**src/rtl/otsu_mul.sv**
```systemverilog
// Shift-add multiplier: one partial-product bit per cycle.
module otsu_mul #(
    parameter int AW = 64,
    parameter int BW = 64
) (
    input  logic             clk,
    input  logic             rst_n,
    input  logic             go,
    input  logic [AW-1:0]    a,
    input  logic [BW-1:0]    b,
    output logic             done,
    output logic [AW+BW-1:0] p
);
    localparam int CW = $clog2(BW + 1);

    logic [AW+BW-1:0] acc_reg, acc_next;
    logic [AW+BW-1:0] a_reg, a_next;
    logic [BW-1:0]    b_reg, b_next;
    logic [CW-1:0]    cnt_reg, cnt_next;
    logic             run_reg, run_next;
    logic             done_reg, done_next;

    always_comb
    begin
        acc_next  = acc_reg;
        a_next    = a_reg;
        b_next    = b_reg;
        cnt_next  = cnt_reg;
        run_next  = run_reg;
        done_next = 1'b0;
        if (go)
        begin
            acc_next = '0;
            a_next   = {{BW{1'b0}}, a};
            b_next   = b;
            cnt_next = CW'(BW);
            run_next = 1'b1;
        end
        else if (run_reg)
        begin
            if (b_reg[0])
                acc_next = acc_reg + a_reg;
            a_next   = a_reg << 1;
            b_next   = b_reg >> 1;
            cnt_next = cnt_reg - 1'b1;
            if (cnt_reg == CW'(1))
            begin
                run_next  = 1'b0;
                done_next = 1'b1;
            end
        end
    end

    always_ff @(posedge clk or negedge rst_n)
    begin
        if (!rst_n)
        begin
            run_reg  <= 1'b0;
            done_reg <= 1'b0;
            cnt_reg  <= '0;
        end
        else
        begin
            run_reg  <= run_next;
            done_reg <= done_next;
            cnt_reg  <= cnt_next;
        end
    end

    always_ff @(posedge clk)
    begin
        acc_reg <= acc_next;
        a_reg   <= a_next;
        b_reg   <= b_next;
    end

    assign done = done_reg;
    assign p    = acc_reg;

`ifndef ASSERT_OFF
    a_done_after_run: assert property (@(posedge clk) disable iff (!rst_n)
        done_reg |-> $past(run_reg))
        else $error("done without run");
    a_no_go_busy: assert property (@(posedge clk) disable iff (!rst_n)
        go |-> !run_reg)
        else $error("go while busy");
    a_done_ends_run: assert property (@(posedge clk) disable iff (!rst_n)
        done_reg |-> !run_reg)
        else $error("run after done");
`endif

endmodule

```
**config.mk**
```make
export PLATFORM = sky130hd
export DESIGN_NAME = otsu_mul
export DESIGN_NICKNAME = d
export VERILOG_FILES = /design/src/rtl/otsu_mul.sv
export SDC_FILE = /design/constraint.sdc
export NUM_CORES = 1
export LEC_CHECK = 0
export ABC_CLOCK_PERIOD_IN_PS = 13030
export BUFFER_PORTS_ARGS = -buffer_cell sky130_fd_sc_hd__clkbuf_2
export CORE_MARGIN = 3
export CORE_UTILIZATION = 35
export DETAILED_ROUTE_END_ITERATION = 8
export PLACE_DENSITY = 0.54
export REMOVE_ABC_BUFFERS = 1
export SETUP_SLACK_MARGIN = 0.3
export SLEW_MARGIN = 40
export SYNTH_ARGS = -nofsm -noshare
export SYNTH_HDL_FRONTEND = slang
export SYNTH_SLANG_ARGS = --single-unit
```
**constraint.sdc**
```tcl
create_clock -name clk -period 13.03 [get_ports clk]
set_clock_uncertainty 0.15 [all_clocks]
set_input_delay 3.909 -clock clk [delete_from_list [all_inputs] [get_ports clk]]
set_output_delay 3.909 -clock clk [all_outputs]
set_load 0.01 [all_outputs]
```
==> qor.csv, run 1 <==
stage,metric,value,unit
run_status,status,"finished, final reports clean",
timing,tns,0,ns
floorplanning,die_h,250,µm
pwr,clkPwrFrac,0.312,
timing,maxSlewViolCount,0,
clock_tree,ctsHoldBuffers,0,
global_routing,grt_util_all_layers,0.200,
timing,setup_viol,0,
pwr,swShare,0.359,
clock_tree,cts_buffers,41,
clock_tree,clock_sinks,329,
synthesis,syn_area_per_cell,8.93,µm²
placed_design,hpwlAfterDp,49.6,mm
floorplanning,floorplan.initialDensity,0.357,
synthesis,synthesis.area,20800,µm²
flow_run,cap_viol_max_count,0,
clock_tree,cts_buffer_depth,3,
timing,final_hold_viol_count,0,
pwr,worst_ir_drop_vdd,0.116,mV
global_routing,grt.met1_usage,0.260,
critical_path,startpoint_type,input pin,
pwr,p_total,3.71,mW
clock_tree,worstSkewPairLatency,0.58,ns
synthesis,yosysSeqAreaShare,0.381,
pwr,p_per_area,154,nW/µm²
critical_path,critPathArrivalTime,6.91,ns
timing,fin_crit,6.81,ns
timing,fmax,0.147,GHz
critical_path,endpoint_kind,flop,
layout,multi_input_area,12300,µm²
pwr,p_sw,1.33,mW
min_path,hp-class,reg2reg,
floorplanning,dieArea,62300,µm²
layout,nFillCells,5939,
drt,drtPass1Iterations,5,
layout,syn_to_final_growth,15.8,%
synthesis,ys.flop_type,dfxtp_1,
global_routing,grt_use_met3,0.0299,
clock_tree,cts_resized,0,
timing,tightest_slew,0.805,ns
clock_tree,ctsHtreeMaxLevel,2,
floorplanning,die_w,250,µm
floorplanning,row_count,88,
pwr,pwr-share-seq,0.354,
layout,drive_gt1_frac,0.193,
critical_path,crit_type,in2reg,
placed_design,io_buffer_count,259,
floorplanning,design.core.area,58200,µm²
drt,drtAntennaViolNets,0,
layout,seqCellArea,7920,µm²
drt,finalWirelength,64.5,mm
synthesis,ys_ff_latch,329,
drt,wl_per_cell,19.5,µm
synthesis,yosysWarningCount,0,
synthesis,synth_enable_flop_cells,128,
drt,vias_per_cell,5.40,
global_routing,grt_start_max_net_pins,152,
synthesis,synth_top_area_cell,dfxtp_1,
synthesis,yosys-top-cells-area,"dfxtp_1, edfxtp_1, ha_1, mux2_2, a21oi_1",
drt,vias,17900,
synthesis,yosys.area.top_type_share,0.185,
global_routing,grt_use_met2,0.347,
drt,drc,0,
critical_path,critPathRequiredTime,13.14,ns
clock_tree,path_clk_slew,0.06,ns
timing,slew_headroom,0.463,
pwr,power_leakage,10.3,nW
clock_tree,postCtsSetupBuffers,0,
clock_tree,cts-root-buf,clkbuf_16,
timing,fin_crit_sh,0.522,
layout,final_common_cell,nand2_1,
timing,rsz0062_at_grt,no,
placed_design,globalplace.congestion,0.918,
synthesis,ys_types,83,
clock_tree,tritoncts,done,
global_routing,grt_pass1_wl,101,mm
global_routing,grt_antenna_before_repair,2,
synthesis,netlist_instances,2326,
global_routing,overflow,0,
layout,nNetsFinal,2777,
global_routing,first_global_vias,17800,
pwr,comb_power_share,0.334,
critical_path,critPathMaxFanout,151,
pwr,p_int,2.38,mW
global_routing,grt-busiest-layer,met2,
drt,drtIter0Drc,1060,
layout,final_cell_mix,"nand2_1, a21oi_1, clkbuf_2",
floorplanning,ios,260,
synthesis,async_reset_ff_frac,0.0274,
## routing by layer
layer | up-vias | share of wire
met5 | - | 0
met2 | 379 | 0.49
met4 | 0 | 0.020
li1 | 8890 | -
met1 | 8563 | 0.45
met3 | 75 | 0.047
## critical path: stages
cell    delay (ns)
buf_8         0.37
buf_16        0.33
buf_12        0.53
nor2_1        0.22
inv_6         0.43
buf_4         0.48
buf_12        0.28
## cells by family (layout without fill, tap and decap cells)
logic type,after synthesis,count (layout),synth area share
AO/OA/AOI/OAI,677,677,0.203
adder cells (fa/ha/maj),130,130,0.0787
flip-flops,329,329,0.381
multiplexers,191,191,0.0997
AND/OR/NAND/NOR,722,722,0.156
XOR/XNOR,123,123,0.0519
other,0,2,0
buffers and inverters,154,376,0.0289
## power groups by stage
stage                     registers [mW]  logic (mW)  clock network, mW
final                               1.31        1.24               1.16
after global routing                1.33        1.37               1.23
after CTS                           1.32        1.24               1.19
after detailed placement            1.34        1.23                  0
after global placement              1.33        1.22                  0
after floorplan                     1.33       0.831                  0
## path summary, 6_finish.rpt
path | startpoint | end | slack, ns | cells past startpoint
max | go | a_reg[12] | 6.22 | 7
min | p[121] | p[121] | 0.32 | 2
max reg2reg | a_reg[0] | p[110] | 7.98 | 13
min reg2reg | p[121] | p[121] | 0.32 | 2
max in group asynchronous | rst_n | run_reg | 9.45 | 1
min in group asynchronous | rst_n | run_reg | 3.04 | 1
## cell type report
type	count	area share
Multi-Input combinational cell	1843	0.510
Clock inverter	19	0.00832
Tap cell	765	0.0398
Clock buffer	56	0.0479
Inverter	33	0.00536
Antenna cell	2	0.000208
Timing Repair Buffer	268	0.0591
Sequential cell	329	0.329
## per-stage QoR
| step | util | worst slack, ns | std cells | cell area, µm² | hold WS (ns) |
|---|---|---|---|---|---|
| final | 0.413 | 6.22 | 3315 | 24100 | 0.322 |
| after global routing | 0.413 | 5.99 | 3315 | 24100 | 0.335 |
| after CTS | 0.413 | 6.22 | 3313 | 24000 | 0.324 |
| after detailed placement | 0.390 | 5.59 | 3238 | 22700 | 0.317 |
| after global placement | 0.389 | 5.55 | 3236 | 22600 | 0.310 |
| after floorplan | - | 5.85 | 2205 | 20300 | 0.332 |
## synthesized netlist by cell type (all sizes together) (5+ instances only)
library cell / instances
xnor2: 67
nand3: 17
nand4: 65
o21a: 21
dfrtp: 9
o211ai: 12
clkbuf: 96
nor2: 191
a21boi: 11
a211oi: 21
o21ai: 148
mux2: 126
and2: 15
and3: 7
a31oi: 17
and4: 9
o41ai: 5
xor2: 56
a21o: 69
ha: 129
o21bai: 45
dfxtp: 192
nand2: 329
nand2b: 9
edfxtp: 128
a21oi: 268
o31ai: 16
inv: 33
a221oi: 5
nor3: 41
nor4: 11
buf: 25
or3: 9
mux2i: 65
(Power assumes the default switching activity.)
==> inputs of run 2 (changes only) <==
--- a/config.mk
+++ b/config.mk
@@ -5,12 +5,12 @@
 export SDC_FILE = /design/constraint.sdc
 export NUM_CORES = 1
 export LEC_CHECK = 0
-export ABC_CLOCK_PERIOD_IN_PS = 13030
+export ABC_CLOCK_PERIOD_IN_PS = 6200
 export BUFFER_PORTS_ARGS = -buffer_cell sky130_fd_sc_hd__clkbuf_2
 export CORE_MARGIN = 3
 export CORE_UTILIZATION = 35
 export DETAILED_ROUTE_END_ITERATION = 8
-export PLACE_DENSITY = 0.54
+export PLACE_DENSITY = 0.56
 export REMOVE_ABC_BUFFERS = 1
 export SETUP_SLACK_MARGIN = 0.3
 export SLEW_MARGIN = 40
==> constraint.sdc (replaced) <==
create_clock -name clk -period 6.2 [get_ports clk]
set_clock_uncertainty 0.15 [all_clocks]
set_input_delay 1.86 -clock clk [delete_from_list [all_inputs] [get_ports clk]]
set_output_delay 1.86 -clock clk [all_outputs]
set_load 0.01 [all_outputs]
==> run 2 against run 1 <==
Utilization grew 0.090 points. Critical path depth grew 6. Power grew 110%. Count of clock-buffer cells in the layout shrank 4. Die area is the same. Critical path type is now reg2reg.
==> qor.csv, run 2 (synthesized netlist as in run 1, its figures left out) <==
stage,metric,value,unit
drt,drtAntennaViolNets,0,
clock_tree,cts_resized,0,
layout,nFillCells,5869,
drt,vias,18100,
layout,nNetsFinal,2778,
critical_path,cpPeakStageDelay,0.61,ns
timing,final_hold_viol_count,0,
pwr,comb_power_share,0.336,
critical_path,crit_chain,ha_1 > fa_1 > a211oi_2 > nor4_4 > nor4_1 > nor2_1 > a31oi_1 > o21bai_1 > a31o_2 > a31oi_1 > xnor2_1 > nand2_1 > a21oi_1,
floorplanning,design.core.area,58200,µm²
pwr,swShare,0.363,
global_routing,grt.met1_usage,0.264,
layout,syn_to_final_growth,16.1,%
timing,timing.final.ws_setup,1.69,ns
clock_tree,cts-root-buf,clkbuf_16,
timing,setup_viol,0,
global_routing,overflow,0,
clock_tree,clock_sinks,329,
timing,fin_crit_sh,0.728,
pwr,worst_ir_drop_vdd,0.231,mV
clock_tree,cts_buffers,40,
global_routing,grt_util_all_layers,0.204,
layout,drive_gt1_frac,0.197,
placed_design,hpwlAfterDp,50.4,mm
critical_path,crit_type,reg2reg,
clock_tree,path_clk_slew,0.06,ns
floorplanning,die_h,250,µm
pwr,p_per_area,327,nW/µm²
pwr,power_leakage,10.3,nW
clock_tree,postCtsSetupBuffers,0,
pwr,pwr-share-seq,0.348,
drt,vias_per_cell,5.47,
clock_tree,worstSkewPairLatency,0.58,ns
drt,drtPass1Iterations,5,
critical_path,cp_slowest_cell,nor4_1,
global_routing,first_global_vias,17800,
timing,slew_headroom,0.473,
timing,maxSlewViolCount,0,
layout,seqCellArea,7920,µm²
critical_path,critPathArrivalTime,4.86,ns
min_path,hp-class,reg2reg,
pwr,clkPwrFrac,0.315,
clock_tree,tritoncts,done,
critical_path,startpoint_type,flop,
drt,wl_per_cell,20.0,µm
floorplanning,ios,260,
global_routing,grt_use_met3,0.0320,
timing,rsz0062_at_grt,no,
timing,tns,0,ns
global_routing,grt_start_max_net_pins,150,
floorplanning,dieArea,62300,µm²
drt,drc,0,
global_routing,grt-busiest-layer,met2,
placed_design,io_buffer_count,259,
drt,finalWirelength,66.1,mm
timing,tightest_slew,0.790,ns
pwr,p_sw,2.86,mW
pwr,p_int,5.02,mW
layout,antennaDiodeCount,0,
critical_path,endpoint_kind,flop,
global_routing,grt_use_met2,0.352,
drt,drtIter0Drc,1212,
clock_tree,cts_buffer_depth,3,
critical_path,cp.buffers_inverters,0,
layout,final_common_cell,nand2_1,
global_routing,grt_pass1_wl,102,mm
clock_tree,ctsHtreeMaxLevel,2,
layout,multi_input_area,12300,µm²
layout,utilization,0.414,
floorplanning,row_count,88,
placed_design,globalplace.congestion,0.930,
critical_path,crit_top_cell,a31oi_1,
placed_design,dp_slack,1.80,ns
flow_run,cap_viol_max_count,0,
floorplanning,floorplan.initialDensity,0.357,
floorplanning,die_w,250,µm
timing,fmax,0.222,GHz
layout,final_cell_mix,"nand2_1, a21oi_1, clkbuf_2",
global_routing,grt_antenna_before_repair,0,
critical_path,critPathRequiredTime,6.54,ns
timing,fin_crit,4.51,ns
critical_path,path_delay_family,compound AO/OA/AOI/OAI gates,
run_status,status,"finished, final reports clean",
critical_path,critPathMaxFanout,3,
clock_tree,ctsHoldBuffers,0,
run 2: cell types whose count changed in the layout (fill, tap and decap cells not counted), moves of 3 or more:
cell | before | now
clkinvlp_4 | 0 | 5
clkinv_4 | 0 | 3
clkinv_1 | 8 | 0
clkbuf_8 | 7 | 2
clkinv_2 | 3 | 6
run 2: worst register-to-register path, stage by stage (launching register included):
cell and delay, ns:
edfxtp_1 0.38, ha_1 0.24, fa_1 0.48, a211oi_2 0.40, nor4_4 0.09, nor4_1 0.61, nor2_1 0.22, a31oi_1 0.60
o21bai_1 0.29, a31o_2 0.35, a31oi_1 0.24, xnor2_1 0.14, nand2_1 0.06, a21oi_1 0.17
run 2: power by group through the flow:
stage | Clock, mW | Combinational (mW) | Sequential (mW)
floorplan | 0 | 1.75 | 2.80
global placement | 0 | 2.61 | 2.77
detailed placement | 0 | 2.61 | 2.79
CTS | 2.55 | 2.64 | 2.75
global route | 2.63 | 2.91 | 2.78
finish | 2.48 | 2.65 | 2.74
run 2: per-layer routing:
layer	vias to the layer above	wire (µm)
li1	8893	-
met1	8678	29200
met2	457	32100
met3	94	3180
met4	0	1610
met5	-	0
run 2: stage by stage:
| step | cell area (µm²) | std cells | total power [mW] | hold slack, ns |
|---|---|---|---|---|
| 2_1_floorplan | 20300 | 2205 | 4.55 | 0.332 |
| 3_3_place_gp | 22700 | 3238 | 5.39 | 0.306 |
| 3_5_place_dp | 22700 | 3239 | 5.40 | 0.314 |
| 4_1_cts | 24100 | 3313 | 7.93 | 0.322 |
| 5_1_grt | 24100 | 3314 | 8.32 | 0.338 |
| 6_report | 24100 | 3314 | 7.88 | 0.319 |
run 2: worst paths after layout:
path | from | to | slack (ns) | cells past startpoint
worst max-delay path | a_reg[0] | p[82] | 1.69 | 13
worst max register to register | a_reg[0] | p[82] | 1.69 | 13
worst min register to register | p[72] | p[72] | 0.32 | 2
max in group asynchronous | rst_n | run_reg | 4.68 | 1
worst min-delay path | p[72] | p[72] | 0.32 | 2
min in group asynchronous | rst_n | done | 0.99 | 1
run 2: area by class of cell:
class | instances | share of cell area
Multi-Input combinational cell | 1843 | 0.509
Sequential cell | 329 | 0.328
Timing Repair Buffer | 270 | 0.0601
Clock buffer | 52 | 0.0460
Tap cell | 765 | 0.0397
Clock inverter | 22 | 0.0112
Inverter | 33 | 0.00545
